**config.mk**
```make
export PLATFORM = sky130hd
export DESIGN_NAME = stream_find_and_replace_unit
export DESIGN_NICKNAME = d
export VERILOG_FILES = /design/src/rtl/sfr_pkg.sv /design/src/rtl/stream_find_and_replace_unit.sv /design/src/rtl/sfr_cell.sv /design/src/rtl/sfr_regs.sv
export SDC_FILE = /design/constraint.sdc
export NUM_CORES = 1
export LEC_CHECK = 0
export ABC_CLOCK_PERIOD_IN_PS = 2500
export BUFFER_PORTS_ARGS = -buffer_cell sky130_fd_sc_hd__buf_2
export CORE_ASPECT_RATIO = 1.1
export CORE_UTILIZATION = 52
export CTS_CLUSTER_DIAMETER = 150
export DETAILED_ROUTE_END_ITERATION = 10
export PLACE_DENSITY = 0.76
export RECOVER_POWER = 100
export SYNTH_ARGS = -nofsm -noshare
export SYNTH_HDL_FRONTEND = slang
export SYNTH_SLANG_ARGS = --single-unit
export TNS_END_PERCENT = 5
```
**constraint.sdc**
```tcl
create_clock -name clk_i -period 2.5 [get_ports clk_i]
set_clock_uncertainty 0.2 [all_clocks]
set_input_delay 0.125 -clock clk_i [delete_from_list [all_inputs] [get_ports clk_i]]
set_output_delay 0.125 -clock clk_i [all_outputs]
set_load 0.02 [all_outputs]
```
**src/rtl/sfr_pkg.sv**
```systemverilog
// Package for the stream find-and-replace unit: sizes, payload and control types.
`timescale 1ns / 1ps
`default_nettype none

package sfr_pkg;

  localparam int unsigned PatternMax    = 8;
  localparam int unsigned SubstituteMax = 8;
  localparam int unsigned LenW          = 4;
  localparam int unsigned IdxW          = 3;

  localparam logic [63:0]     PatternReset    = 64'h2424;
  localparam logic [LenW-1:0] PatternLenReset = 4'd2;

  // register index, taken from paddr[4:3]
  localparam logic [1:0] RegPatternBytes    = 2'd0;
  localparam logic [1:0] RegPatternLength   = 2'd1;
  localparam logic [1:0] RegSubstituteBytes = 2'd2;
  localparam logic [1:0] RegSubstituteLen   = 2'd3;

  typedef struct packed {
    logic [7:0] in_byte;
    logic       in_last;
  } sfr_in_t;

  typedef struct packed {
    logic [7:0] out_byte;
    logic       out_byte_valid;
    logic       out_last;
  } sfr_out_t;

  // configuration as seen by the datapath, lengths already clamped
  typedef struct packed {
    logic [63:0]     pattern_bytes;
    logic [LenW-1:0] pattern_len;
    logic [63:0]     substitute_bytes;
    logic [LenW-1:0] substitute_len;
  } sfr_cfg_t;

  typedef struct packed {
    logic load;
    logic shift;
  } sfr_cell_ctrl_t;

endpackage

`default_nettype wire

```
**src/rtl/stream_find_and_replace_unit.sv**
```systemverilog
// Top level of the stream find-and-replace unit: cell row, sequencer, output register.
//
//   channel  | direction | handshake               | payload
//   ---------+-----------+-------------------------+---------------------------
//   in       | sink      | in_valid_i / in_stall_o | in_data_i  (sfr_in_t)
//   out      | source    | out_valid_o/out_stall_i | out_data_o (sfr_out_t)
//   config   | sink      | APB psel/penable/pready | paddr, pwdata, prdata
//
// One request at a time: it is accepted and decided, then its results are emitted
// while the output register is free; a shift loop ends with a pass that emits nothing.
// The row of eight window cells shifts by one byte per cycle when the output is free.
// Reset clears the sequencer, the window count and the output valid; cell bytes are
// not reset. out_stall_i holds a valid output register and stalls the emitting states.
`timescale 1ns / 1ps
`default_nettype none

module stream_find_and_replace_unit
  import sfr_pkg::*;
(
  input  wire logic        clk_i,
  input  wire logic        rst_ni,
  input  wire logic        in_valid_i,
  output logic             in_stall_o,
  input  wire sfr_in_t     in_data_i,
  output logic             out_valid_o,
  input  wire logic        out_stall_i,
  output sfr_out_t         out_data_o,
  input  wire logic        psel,
  input  wire logic        penable,
  input  wire logic        pwrite,
  input  wire logic [4:0]  paddr,
  input  wire logic [63:0] pwdata,
  output logic [63:0]      prdata,
  output logic             pready
);

  localparam logic [2:0] StIdle   = 3'd0;
  localparam logic [2:0] StDecide = 3'd1;
  localparam logic [2:0] StShift  = 3'd2;
  localparam logic [2:0] StSub    = 3'd3;
  localparam logic [2:0] StMark   = 3'd4;

  sfr_cfg_t cfg;

  logic [2:0]      state_q, state_d;
  logic [LenW-1:0] count_q, count_d;
  logic [IdxW-1:0] idx_q, idx_d;
  logic            last_q, last_d;
  logic            out_valid_q, out_valid_d;
  sfr_out_t        out_data_q, out_data_d;

  logic                 accept;
  logic                 out_free;
  logic                 emit;
  logic                 shift_en;
  logic [IdxW-1:0]      wr_idx;
  logic                 prefix_ok;
  logic                 shift_cond;
  logic [PatternMax-1:0] match;
  logic [7:0]           cell_byte [PatternMax];
  sfr_cell_ctrl_t       cell_ctrl [PatternMax];

  sfr_regs u_regs (
    .clk_i   (clk_i),
    .rst_ni  (rst_ni),
    .psel    (psel),
    .penable (penable),
    .pwrite  (pwrite),
    .paddr   (paddr),
    .pwdata  (pwdata),
    .prdata  (prdata),
    .pready  (pready),
    .cfg_o   (cfg)
  );

  assign in_stall_o = (state_q != StIdle);
  assign accept     = in_valid_i & ~in_stall_o;
  assign out_free   = ~out_valid_q | ~out_stall_i;

  // a full window overwrites its newest byte
  assign wr_idx = (count_q >= LenW'(PatternMax)) ? IdxW'(PatternMax - 1) : count_q[IdxW-1:0];

  for (genvar i = 0; i < PatternMax; i++) begin : g_cell
    assign cell_ctrl[i].load  = accept && (wr_idx == IdxW'(i));
    assign cell_ctrl[i].shift = shift_en;

    sfr_cell u_cell (
      .clk_i       (clk_i),
      .ctrl_i      (cell_ctrl[i]),
      .load_byte_i (in_data_i.in_byte),
      .nbr_byte_i  (cell_byte[(i == PatternMax - 1) ? i : i + 1]),
      .pat_byte_i  (cfg.pattern_bytes[8*i +: 8]),
      .byte_o      (cell_byte[i]),
      .match_o     (match[i])
    );
  end

  // held bytes all agree with the pattern head
  always_comb begin
    prefix_ok = 1'b1;
    for (int i = 0; i < PatternMax; i++) begin
      if ((LenW'(i) < count_q) && !match[i]) begin
        prefix_ok = 1'b0;
      end
    end
  end

  assign shift_cond = (count_q != '0) &&
                      (last_q || (count_q >= cfg.pattern_len) || !prefix_ok);

  always_comb begin
    state_d    = state_q;
    count_d    = count_q;
    idx_d      = idx_q;
    last_d     = last_q;
    emit       = 1'b0;
    shift_en   = 1'b0;
    out_data_d = out_data_q;

    unique case (state_q)
      StIdle: begin
        if (accept) begin
          count_d = (count_q >= LenW'(PatternMax)) ? LenW'(PatternMax) : count_q + LenW'(1);
          last_d  = in_data_i.in_last;
          state_d = StDecide;
        end
      end
      StDecide: begin
        idx_d = '0;
        if ((count_q == cfg.pattern_len) && prefix_ok) begin
          count_d = '0;
          if (cfg.substitute_len != '0) begin
            state_d = StSub;
          end else if (last_q) begin
            state_d = StMark;
          end else begin
            state_d = StIdle;
          end
        end else begin
          state_d = StShift;
        end
      end
      StShift: begin
        if (!shift_cond) begin
          state_d = StIdle;
        end else if (out_free) begin
          emit                      = 1'b1;
          shift_en                  = 1'b1;
          out_data_d.out_byte       = cell_byte[0];
          out_data_d.out_byte_valid = 1'b1;
          out_data_d.out_last       = last_q && (count_q == LenW'(1));
          count_d                   = count_q - LenW'(1);
        end
      end
      StSub: begin
        if (out_free) begin
          emit                      = 1'b1;
          out_data_d.out_byte       = cfg.substitute_bytes[{idx_q, 3'b000} +: 8];
          out_data_d.out_byte_valid = 1'b1;
          out_data_d.out_last       = 1'b0;
          if ({1'b0, idx_q} == cfg.substitute_len - LenW'(1)) begin
            out_data_d.out_last = last_q;
            state_d             = StIdle;
          end else begin
            idx_d = idx_q + IdxW'(1);
          end
        end
      end
      StMark: begin
        if (out_free) begin
          emit                      = 1'b1;
          out_data_d.out_byte       = '0;
          out_data_d.out_byte_valid = 1'b0;
          out_data_d.out_last       = 1'b1;
          state_d                   = StIdle;
        end
      end
      default: begin
        state_d = StIdle;
      end
    endcase
  end

  assign out_valid_d = emit | (out_valid_q & out_stall_i);

  always_ff @(posedge clk_i or negedge rst_ni) begin
    if (!rst_ni) begin
      state_q     <= StIdle;
      count_q     <= '0;
      idx_q       <= '0;
      last_q      <= 1'b0;
      out_valid_q <= 1'b0;
    end else begin
      state_q     <= state_d;
      count_q     <= count_d;
      idx_q       <= idx_d;
      last_q      <= last_d;
      out_valid_q <= out_valid_d;
    end
  end

  always_ff @(posedge clk_i) begin
    out_data_q <= out_data_d;
  end

  assign out_valid_o = out_valid_q;
  assign out_data_o  = out_data_q;

endmodule

`default_nettype wire

```
**src/rtl/sfr_cell.sv**
```systemverilog
// One cell of the match window: holds a byte, compares it to its pattern byte.
`timescale 1ns / 1ps
`default_nettype none

module sfr_cell
  import sfr_pkg::*;
(
  input  wire logic           clk_i,
  input  wire sfr_cell_ctrl_t ctrl_i,
  input  wire logic [7:0]     load_byte_i,
  input  wire logic [7:0]     nbr_byte_i,
  input  wire logic [7:0]     pat_byte_i,
  output logic [7:0]          byte_o,
  output logic                match_o
);

  logic [7:0] byte_q;
  logic [7:0] byte_d;

  always_comb begin
    byte_d = byte_q;
    if (ctrl_i.load) begin
      byte_d = load_byte_i;
    end else if (ctrl_i.shift) begin
      byte_d = nbr_byte_i;
    end
  end

  always_ff @(posedge clk_i) begin
    byte_q <= byte_d;
  end

  assign byte_o  = byte_q;
  assign match_o = (byte_q == pat_byte_i);

endmodule

`default_nettype wire

```
**src/rtl/sfr_regs.sv**
```systemverilog
// APB configuration registers of the stream find-and-replace unit.
`timescale 1ns / 1ps
`default_nettype none

module sfr_regs
  import sfr_pkg::*;
(
  input  wire logic        clk_i,
  input  wire logic        rst_ni,
  input  wire logic        psel,
  input  wire logic        penable,
  input  wire logic        pwrite,
  input  wire logic [4:0]  paddr,
  input  wire logic [63:0] pwdata,
  output logic [63:0]      prdata,
  output logic             pready,
  output sfr_cfg_t         cfg_o
);

  logic [63:0]     pat_q, pat_d;
  logic [LenW-1:0] plen_q, plen_d;
  logic [63:0]     sub_q, sub_d;
  logic [LenW-1:0] slen_q, slen_d;
  logic            wr_en;
  logic [1:0]      reg_idx;

  assign pready  = 1'b1;
  assign wr_en   = psel & penable & pwrite;
  assign reg_idx = paddr[4:3];

  always_comb begin
    pat_d  = pat_q;
    plen_d = plen_q;
    sub_d  = sub_q;
    slen_d = slen_q;
    if (wr_en) begin
      unique case (reg_idx)
        RegPatternBytes:    pat_d  = pwdata;
        RegPatternLength:   plen_d = pwdata[LenW-1:0];
        RegSubstituteBytes: sub_d  = pwdata;
        RegSubstituteLen:   slen_d = pwdata[LenW-1:0];
        default:            pat_d  = pat_q;
      endcase
    end
  end

  always_ff @(posedge clk_i or negedge rst_ni) begin
    if (!rst_ni) begin
      pat_q  <= PatternReset;
      plen_q <= PatternLenReset;
      sub_q  <= '0;
      slen_q <= '0;
    end else begin
      pat_q  <= pat_d;
      plen_q <= plen_d;
      sub_q  <= sub_d;
      slen_q <= slen_d;
    end
  end

  always_comb begin
    unique case (reg_idx)
      RegPatternBytes:    prdata = pat_q;
      RegPatternLength:   prdata = {{(64-LenW){1'b0}}, plen_q};
      RegSubstituteBytes: prdata = sub_q;
      RegSubstituteLen:   prdata = {{(64-LenW){1'b0}}, slen_q};
      default:            prdata = '0;
    endcase
  end

  // clamp lengths: empty pattern counts as one byte
  always_comb begin
    cfg_o.pattern_bytes    = pat_q;
    cfg_o.substitute_bytes = sub_q;
    if (plen_q == '0) begin
      cfg_o.pattern_len = LenW'(1);
    end else if (plen_q > LenW'(PatternMax)) begin
      cfg_o.pattern_len = LenW'(PatternMax);
    end else begin
      cfg_o.pattern_len = plen_q;
    end
    if (slen_q > LenW'(SubstituteMax)) begin
      cfg_o.substitute_len = LenW'(SubstituteMax);
    end else begin
      cfg_o.substitute_len = slen_q;
    end
  end

endmodule

`default_nettype wire
```
==> results of run 1 <==
[timing repair]
action | CTS | global route
setup buffers | 1 | 2
endpoints found under the hold margin | 354 | 0
pin swaps | 7 | 13
setup endpoints to repair | 73 | 97
gates cloned | 1 | 0
resized for setup | 13 | 16
hold buffers | 79 | 0
[cell families after synthesis]
family / after synthesis
mux: 285
flops: 222
simple gates: 192
xor+xnor: 67
buf+inv: 48
compound gates: 45
fa+ha+maj: 10
other cells: 1
[worst reg2reg max path, cell delays in order, from the launching register on]
cell      delay, ps
edfxtp_1        410
xor2_1          170
nor4_2          330
nand2_1         160
a31oi_1         310
nand4_2         180
o21ai_2         180
nand3b_1        170
buf_12          190
nand2_4         120
[cells in the final DEF, fill, tap and decap left out, types with 3 or more instances in the layout]
| master | Yosys | layout |
|---|---|---|
| clkinv_2 | 0 | 6 |
| mux2_1 | 1 | 4 |
| nand2_4 | 3 | 7 |
| dfstp_2 | 5 | 5 |
| mux4_2 | 20 | 20 |
| clkbuf_16 | 0 | 25 |
| buf_4 | 1 | 62 |
| nand3_1 | 10 | 10 |
| dlygate4sd3_1 | 0 | 78 |
| clkbuf_4 | 0 | 4 |
| buf_12 | 0 | 4 |
| clkbuf_8 | 0 | 6 |
| buf_2 | 11 | 103 |
| inv_1 | 6 | 4 |
| mux2i_1 | 71 | 71 |
| nand2_1 | 47 | 37 |
| ha_1 | 10 | 9 |
| nor2b_1 | 6 | 6 |
| nand2b_1 | 5 | 5 |
| xor2_1 | 58 | 58 |
| clkbuf_1 | 23 | 41 |
| nand2_2 | 0 | 3 |
| nand4_1 | 5 | 5 |
| clkbuf_2 | 0 | 27 |
| nand2_8 | 0 | 3 |
| o21ai_0 | 18 | 18 |
| nor2_1 | 83 | 82 |
| edfxtp_1 | 74 | 74 |
| dfrtp_1 | 143 | 143 |
| nor4_2 | 0 | 5 |
| nor4_1 | 13 | 8 |
| xnor2_1 | 9 | 9 |
| mux2_2 | 193 | 190 |
| a21oi_1 | 9 | 7 |
| o22ai_1 | 5 | 5 |
[worst max path at each step]
| stage | slack (ps) | endpoint | from |
|---|---|---|---|
| floorplan | -9 | g_cell[5].u_cell.byte_o[0] | u_regs.pat_q[13] |
| global placement | -210 | out_data_o[4] | g_cell[7].u_cell.byte_o[0] |
| detailed placement | -260 | out_data_o[6] | g_cell[7].u_cell.byte_o[7] |
| CTS | -150 | g_cell[3].u_cell.byte_o[2] | g_cell[6].u_cell.byte_o[2] |
| global route | -290 | g_cell[4].u_cell.byte_o[4] | u_regs.pat_q[46] |
| finish | -180 | g_cell[4].u_cell.byte_o[4] | g_cell[5].u_cell.byte_o[7] |
[flip-flops by register name (all words and copies together), names as in the netlist, 3 cells and up]
| name | flops |
|---|---|
| u_regs.sub_q | 64 |
| count_q | 4 |
| idx_q | 3 |
| g_cell.u_cell.byte_o | 64 |
| u_regs.plen_q | 4 |
| out_data_o | 10 |
| state_q | 3 |
| u_regs.slen_q | 4 |
| u_regs.pat_q | 64 |
[where the power goes]
part | internal (mW) | switching, mW
logic | 2.70 | 3.01
clock network | 2.11 | 1.41
registers | 5.11 | 0.948
[layer usage]
metal  GRT usage (%)  part of all wire (%)  vias up
met4            11.7                   3.2        0
met5               0                     0        -
met1            36.6                    40     4236
li1                -                     -     3781
met2            51.5                    51      345
met3            4.29                   5.6       68
[cell type report]
class / count / area, um^2 / share of cell area (%)
clock buffer: 37 / 731 / 4.97
sequential: 222 / 5930 / 40.4
inverter: 6 / 25.0 / 0.170
multi-input combinational: 601 / 5430 / 36.9
clock inverter: 7 / 60.1 / 0.409
timing repair buffer: 315 / 2160 / 14.7
tap: 290 / 363 / 2.47
==> metrics.cfg, run 1 <==
[outcome]
status = finished with violations
violations = capacitance limit, slew limit, setup timing

[floorplanning]
die_h_um = 157
rows = 56
initial_utilization_pct = 53.2
core_um2 = 21400
die_w_um = 143
ios = 162
die-area_um2 = 22500

[timing]
slew_headroom_pct = -31.6
hold_viol_final = 0
totalNegativeSetupSlack_ps = -14180
slew_violations = 130
finalSetupViolations = 141
hold_ws_ps = 49.7
rsz0062_at_grt = yes
worst_slew_pin_slew_ps = 1970
timing.fmax_ghz = 0.373
timing.final.ws_setup_ps = -183
finalCritPeriodShare_pct = 107
period_needed_ps = 2680

[placement]
pre_cts_ws_ps = -262
placement.io_buffers = 157
place_area_um2 = 13100
gp_congestion = 0.900
place_inst = 1351
hpwl_um = 22900

[detailed_routing]
drtPass1Iterations = 4
ant_nets = 0
via_count = 8430
wl_per_cell_um = 22.0
drtIter0Drc = 481
routed_wl_um = 32600
vias_per_cell = 5.70
drt_drc_violations_left = 0

[job]
drv_cap = 2

[grt]
grt-ovfl-total = 0
first_global_vias = 8641
grt_max_degree = 65
antenna_found_initial = 0
grt_first_pass_wirelength_um = 49000
grt.total_usage_pct = 29.4

[finish]
final_cells = 1478
design_area_um2 = 14700
fillerInstances = 1503
drive_above_1_share_pct = 41.5
fin_nets = 1265
area_growth_pct = 29.0
num_antenna_cells = 0
fin_util_pct = 68.6

[clock_tree]
numCtsBuffers = 24
path_clk_slew_ps = 60
clk_path_buf_depth = 3
htree_levels = 1
insertion_delay_ps = 520
clockRootBuffer = clkbuf_16
cts_tree = yes
clkSinkCount = 222

[worst_setup_path]
start_kind = flop
cp_data_arrival_time_ps = 2750
crit_fanout = 8
r2r-end = g_cell[4].u_cell.byte_o[4]
cp_num_buf_inv = 1
cp_slowest_stage_delay_ps = 410
r2r-start = g_cell[5].u_cell.byte_o[7]
r2r_slack_ps = -180
r2r_cells = 9
crit_path_end_kind = flop
cp_cell_sequence = xor2_1, nor4_2, nand2_1, a31oi_1, nand4_2, o21ai_2, nand3b_1, buf_12, nand2_4
critical_path_required_ps = 2560
critPathTopFamily = simple AND/OR/NAND/NOR gates
slowest_stage = edfxtp_1
worstSetupPathType = flop to flop
path_depth = 9

[yosys]
synthAdderAreaFrac_pct = 1.10
yosysTopAreaCellShare_pct = 31.4
synth_xor_area_share_pct = 5.15
netlist_instances = 870
synth_compound_area_share_pct = 2.50
yosysUniqueCellTypes = 54
yosysWarnings = 0
muxShareOfSynthArea_pct = 29.4
synth_simple_gate_area_share_pct = 8.08
yosysMostFrequentCell = mux2_2
synth_top_family_by_area = multiplexers
synth_area_um2 = 11400
yosys-top-cells-area = dfrtp_1, edfxtp_1, mux2_2
synth_flop_cell = dfrtp_1
synth-seq-cells = 222
yosysSeqAreaShare_pct = 52.0
syn_avg_cell_area_um2 = 13.1
synth_edf_count = 74
synth_nets = 965
async_flop_share_pct = 66.7
netlist_top_cells_count = mux2_2, dfrtp_1, nor2_1
synth_top_cell_by_area = dfrtp_1

[hold_path]
hold_end = u_regs.slen_q[0]
hp-class = input pin to flop
whs_path_depth = 4
hp-start = penable

[pwr]
powerDensity_nw_per_um2 = 1040
p_leak_nw = 6.40
p_total_mw = 15.3
ir_drop_mv = 0.655

(Power assumes the default switching activity.)
==> run 2, diff against run 1 <==
--- a/config.mk
+++ b/config.mk
@@ -5,13 +5,15 @@
 export SDC_FILE = /design/constraint.sdc
 export NUM_CORES = 1
 export LEC_CHECK = 0
-export ABC_CLOCK_PERIOD_IN_PS = 2500
+export ABC_CLOCK_PERIOD_IN_PS = 3410
 export BUFFER_PORTS_ARGS = -buffer_cell sky130_fd_sc_hd__buf_2
+export CELL_PAD_IN_SITES_DETAIL_PLACEMENT = 2
+export CELL_PAD_IN_SITES_GLOBAL_PLACEMENT = 2
 export CORE_ASPECT_RATIO = 1.1
-export CORE_UTILIZATION = 52
+export CORE_UTILIZATION = 43
 export CTS_CLUSTER_DIAMETER = 150
 export DETAILED_ROUTE_END_ITERATION = 10
-export PLACE_DENSITY = 0.76
+export PLACE_DENSITY_LB_ADDON = 0.1
 export RECOVER_POWER = 100
 export SYNTH_ARGS = -nofsm -noshare
 export SYNTH_HDL_FRONTEND = slang
==> constraint.sdc (replaced) <==
create_clock -name clk_i -period 3.41 [get_ports clk_i]
set_clock_uncertainty 0.2 [all_clocks]
set_input_delay 0.1705 -clock clk_i [delete_from_list [all_inputs] [get_ports clk_i]]
set_output_delay 0.1705 -clock clk_i [all_outputs]
set_load 0.02 [all_outputs]
==> metrics.cfg, run 2 (same netlist as run 1, synthesis figures left out) <==
[outcome]
status = finished with violations
violations = capacitance limit, slew limit

[finish]
fin_util_pct = 54.2
fin_nets = 1208
design_area_um2 = 14100
area_growth_pct = 23.9
fillerInstances = 2518
drive_above_1_share_pct = 31.6
num_antenna_cells = 0
final_cells = 1485
final_common_cell = mux2_2
final_cell_mix = mux2_2, dfrtp_1, clkbuf_1

[pwr]
ir_drop_mv = 0.471
switching_power_mw = 4.16
clockPowerShare_pct = 25.1
p_leak_nw = 5.94
pwr-share-comb_pct = 32.9
powerDensity_nw_per_um2 = 785
switching_share_pct = 37.5
seq_power_share_pct = 41.9
p_total_mw = 11.1
power.internal_mw = 6.93

[hold_path]
hold_end = u_regs.slen_q[3]
hp-start = penable
hp-class = input pin to flop
whs_path_depth = 4

[clock_tree]
clockRootBuffer = clkbuf_16
clk_path_buf_depth = 3
path_clk_slew_ps = 60
htree_levels = 1
numCtsBuffers = 26
insertion_delay_ps = 540
clkSinkCount = 222
cts_tree = yes

[floorplanning]
core_um2 = 26100
initial_utilization_pct = 43.7
ios = 162
die_h_um = 173
die-area_um2 = 27200
die_w_um = 157
rows = 62

[timing]
hold_ws_ps = 92.2
finalSetupViolations = 0
rsz0062_at_grt = no
slew_violations = 194
hold_viol_final = 0
totalNegativeSetupSlack_ps = 0
period_needed_ps = 3130
timing.fmax_ghz = 0.319
worst_slew_pin_slew_ps = 2010
finalCritPeriodShare_pct = 91.9
timing.final.ws_setup_ps = 275
slew_headroom_pct = -33.9

[detailed_routing]
wl_per_cell_um = 27.6
drt_drc_violations_left = 0
drtIter0Drc = 453
routed_wl_um = 41000
drtPass1Iterations = 4
via_count = 8266
vias_per_cell = 5.57
ant_nets = 0

[placement]
place_area_um2 = 12700
hpwl_um = 27400
pre_cts_ws_ps = 343
place_inst = 1359
placement.io_buffers = 157
gp_congestion = 0.804

[worst_setup_path]
r2r-end = g_cell[3].u_cell.byte_o[5]
critical_path_required_ps = 3420
worstSetupPathType = flop to flop
r2r-start = u_regs.pat_q[63]
r2r_slack_ps = 280
start_kind = flop
cp_data_arrival_time_ps = 3140
crit_fanout = 8
r2r_cells = 9
crit_path_end_kind = flop

[grt]
grt-busiest-layer = met2
grtUsageMet3_pct = 3.68
grt.total_usage_pct = 31.0
antenna_found_initial = 0
grt-ovfl-total = 0
met1_usage_pct = 36.8
grtUsageMet2_pct = 55.3
first_global_vias = 9527
grt_max_degree = 65
grt_first_pass_wirelength_um = 61200

[job]
drv_cap = 3

==> run 2: layout make-up <==
type	instances	area, um^2	area share, %
Sequential cell	222	5930	42.0
Multi-Input combinational cell	600	5260	37.3
Timing Repair Buffer	257	1610	11.4
Clock buffer	35	777	5.50
Tap cell	352	440	3.12
Clock inverter	13	76.3	0.540
Inverter	6	22.5	0.159
==> run 2: worst max path at each step <==
| stage | from | endpoint | depth (start not counted) |
|---|---|---|---|
| after detailed placement | u_regs.pat_q[49] | g_cell[6].u_cell.byte_o[5] | 10 |
| after global placement | u_regs.pat_q[52] | g_cell[6].u_cell.byte_o[5] | 10 |
| after CTS | u_regs.pat_q[49] | g_cell[3].u_cell.byte_o[5] | 10 |
| after global routing | idx_q[0] | state_q[0] | 8 |
| final | u_regs.pat_q[63] | g_cell[3].u_cell.byte_o[5] | 9 |
| after floorplan | count_q[1] | g_cell[5].u_cell.byte_o[0] | 11 |
==> run 2: power by group through the flow <==
stage / Sequential [mW] / Clock (mW) / Combinational, mW
global route: 4.72 / 2.92 / 3.95
global placement: 4.61 / 0 / 3.41
CTS: 4.64 / 2.80 / 3.69
finish: 4.65 / 2.79 / 3.65
detailed placement: 4.67 / 0 / 3.54
floorplan: 4.29 / 0 / 2.45
==> run 2: metal layers <==
| layer | wire, um | vias to the layer above | part of all wire (%) |
|---|---|---|---|
| met1 | 16000 | 4301 | 39 |
| li1 | - | 3652 | - |
| met3 | 1480 | 91 | 3.6 |
| met5 | 0 | - | 0 |
| met4 | 2110 | 0 | 5.1 |
| met2 | 21400 | 222 | 52 |
==> run 2: repair_timing <==
action / CTS / global route
gates resized for setup: 0 / 0
hold buffers: 78 / 0
setup buffers: 0 / 0
endpoints found under the hold margin: 310 / 0
==> run 2: worst max-delay path, cell delays in order, from the launching register on <==
cell and delay [ps]:
dfrtp_1 440, xor2_1 220, nor4_1 460, a21oi_1 260, a211oi_2 320, nand4_2 160
o21ai_2 180, nand3b_1 180, buf_12 140, nand2_1 230
==> run 3, diff against run 2 <==
--- a/config.mk
+++ b/config.mk
@@ -10,7 +10,8 @@
 export CELL_PAD_IN_SITES_DETAIL_PLACEMENT = 2
 export CELL_PAD_IN_SITES_GLOBAL_PLACEMENT = 2
 export CORE_ASPECT_RATIO = 1.1
-export CORE_UTILIZATION = 43
+export CORE_UTILIZATION = 44
+export CTS_BUF_LIST = sky130_fd_sc_hd__clkbuf_4 sky130_fd_sc_hd__clkbuf_8
 export CTS_CLUSTER_DIAMETER = 150
 export DETAILED_ROUTE_END_ITERATION = 10
 export PLACE_DENSITY_LB_ADDON = 0.1
==> metrics.cfg, run 3 (same netlist as run 1, synthesis figures left out) <==
[outcome]
status = finished with violations
violations = capacitance limit, slew limit

[clock_tree]
clk_path_buf_depth = 3
insertion_delay_ps = 550
numCtsBuffers = 39
clkSinkCount = 222
htree_levels = 2
postCtsSetupBuffers = 0
cts_tree = yes
clockRootBuffer = clkbuf_8
path_clk_slew_ps = 60

[timing]
period_needed_ps = 3280
hold_ws_ps = 109
worst_slew_pin_slew_ps = 2040
finalSetupViolations = 0
rsz0062_at_grt = no
timing.fmax_ghz = 0.305
slew_headroom_pct = -36.0
totalNegativeSetupSlack_ps = 0
timing.final.ws_setup_ps = 128
hold_viol_final = 0
finalCritPeriodShare_pct = 96.2
slew_violations = 188

[floorplanning]
die-area_um2 = 26600
die_w_um = 155
core_um2 = 25300
initial_utilization_pct = 45.0
rows = 61
die_h_um = 171
ios = 162

[worst_setup_path]
crit_path_end_kind = output port
r2r_slack_ps = 170
cp_data_arrival_time_ps = 2910
critical_path_required_ps = 3040
crit_fanout = 35
start_kind = input pin
worstSetupPathType = input pin to output port

[placement]
placement.io_buffers = 157
place_area_um2 = 12700
hpwl_um = 28000
pre_cts_ws_ps = 340
gp_congestion = 0.819
place_inst = 1359

[detailed_routing]
vias_per_cell = 5.76
ant_nets = 0
routed_wl_um = 46600
drt_drc_violations_left = 0
wl_per_cell_um = 30.9
drtIter0Drc = 402
drtPass1Iterations = 4
via_count = 8685

[finish]
final_common_cell = mux2_2
fin_nets = 1229
area_growth_pct = 23.9
fin_util_pct = 55.7
drive_above_1_share_pct = 33.9
final_cell_mix = mux2_2, dfrtp_1, nor2_1
final_cells = 1509
design_area_um2 = 14100

[grt]
grt_first_pass_wirelength_um = 68800
first_global_vias = 10165
grt_max_degree = 65
met1_usage_pct = 40.0
grtUsageMet2_pct = 65.4
grt-busiest-layer = met2
grtUsageMet3_pct = 5.62
grt.total_usage_pct = 36.2
grt-ovfl-total = 0
antenna_found_initial = 1

[pwr]
p_total_mw = 11.3
p_leak_nw = 6.02
powerDensity_nw_per_um2 = 798
ir_drop_mv = 0.403

[job]
drv_cap = 3

[hold_path]
hp-class = input pin to flop

[run 3: changes by cell type in the layout (fill, tap and decap cells not counted), sizes merged]
cell         before  now
clkinvlp          0    1
buf              86   91
diode             0    1
inv               8    6
clkinv           11    0
dlygate4sd3      78   80
clkbuf          128  162
[run 3: worst max-delay path, stage by stage]
cell      delay (ps)
buf_2            920
clkbuf_2        1080
mux2i_1          270
nor2_1           160
clkbuf_1         250
[run 3: area by class of cell]
cell class	count	area (um^2)
Multi-Input combinational cell	600	5230
Clock buffer	68	792
Inverter	6	22.5
Sequential cell	222	5930
Timing Repair Buffer	265	1710
Antenna cell	1	2.50
Fill cell	2471	11200
Tap cell	346	433
Clock inverter	1	7.51
[run 3: final timing paths]
path,startpoint,end,cells past startpoint
setup / recovery,paddr[4],prdata[17],5
hold / removal,penable,u_regs.slen_q[3],4
setup reg to reg,u_regs.pat_q[34],g_cell[1].u_cell.byte_o[5],9
hold reg to reg,u_regs.sub_q[14],u_regs.sub_q[14],1
max in group asynchronous,rst_ni,u_regs.pat_q[52],4
min in group asynchronous,rst_ni,u_regs.pat_q[28],3
[run 3: repair_timing]
| action | 4_1_cts | 5_1_grt |
|---|---|---|
| resized for setup | 0 | 1 |
| setup endpoints to repair | 0 | 8 |
| hold buffers | 79 | 1 |
| hold endpoints to repair | 321 | 1 |
[run 3: routing by layer]
metal	up-vias	routed length, um
met2	346	24300
met4	0	3100
met5	-	0
met1	4491	17100
met3	146	2070
li1	3702	-
[run 3: power by group]
part / total (mW) / switching [mW] / internal, mW
combinational: 3.85 / 2.24 / 1.61
sequential: 4.74 / 0.990 / 3.75
clock: 2.68 / 1.23 / 1.45
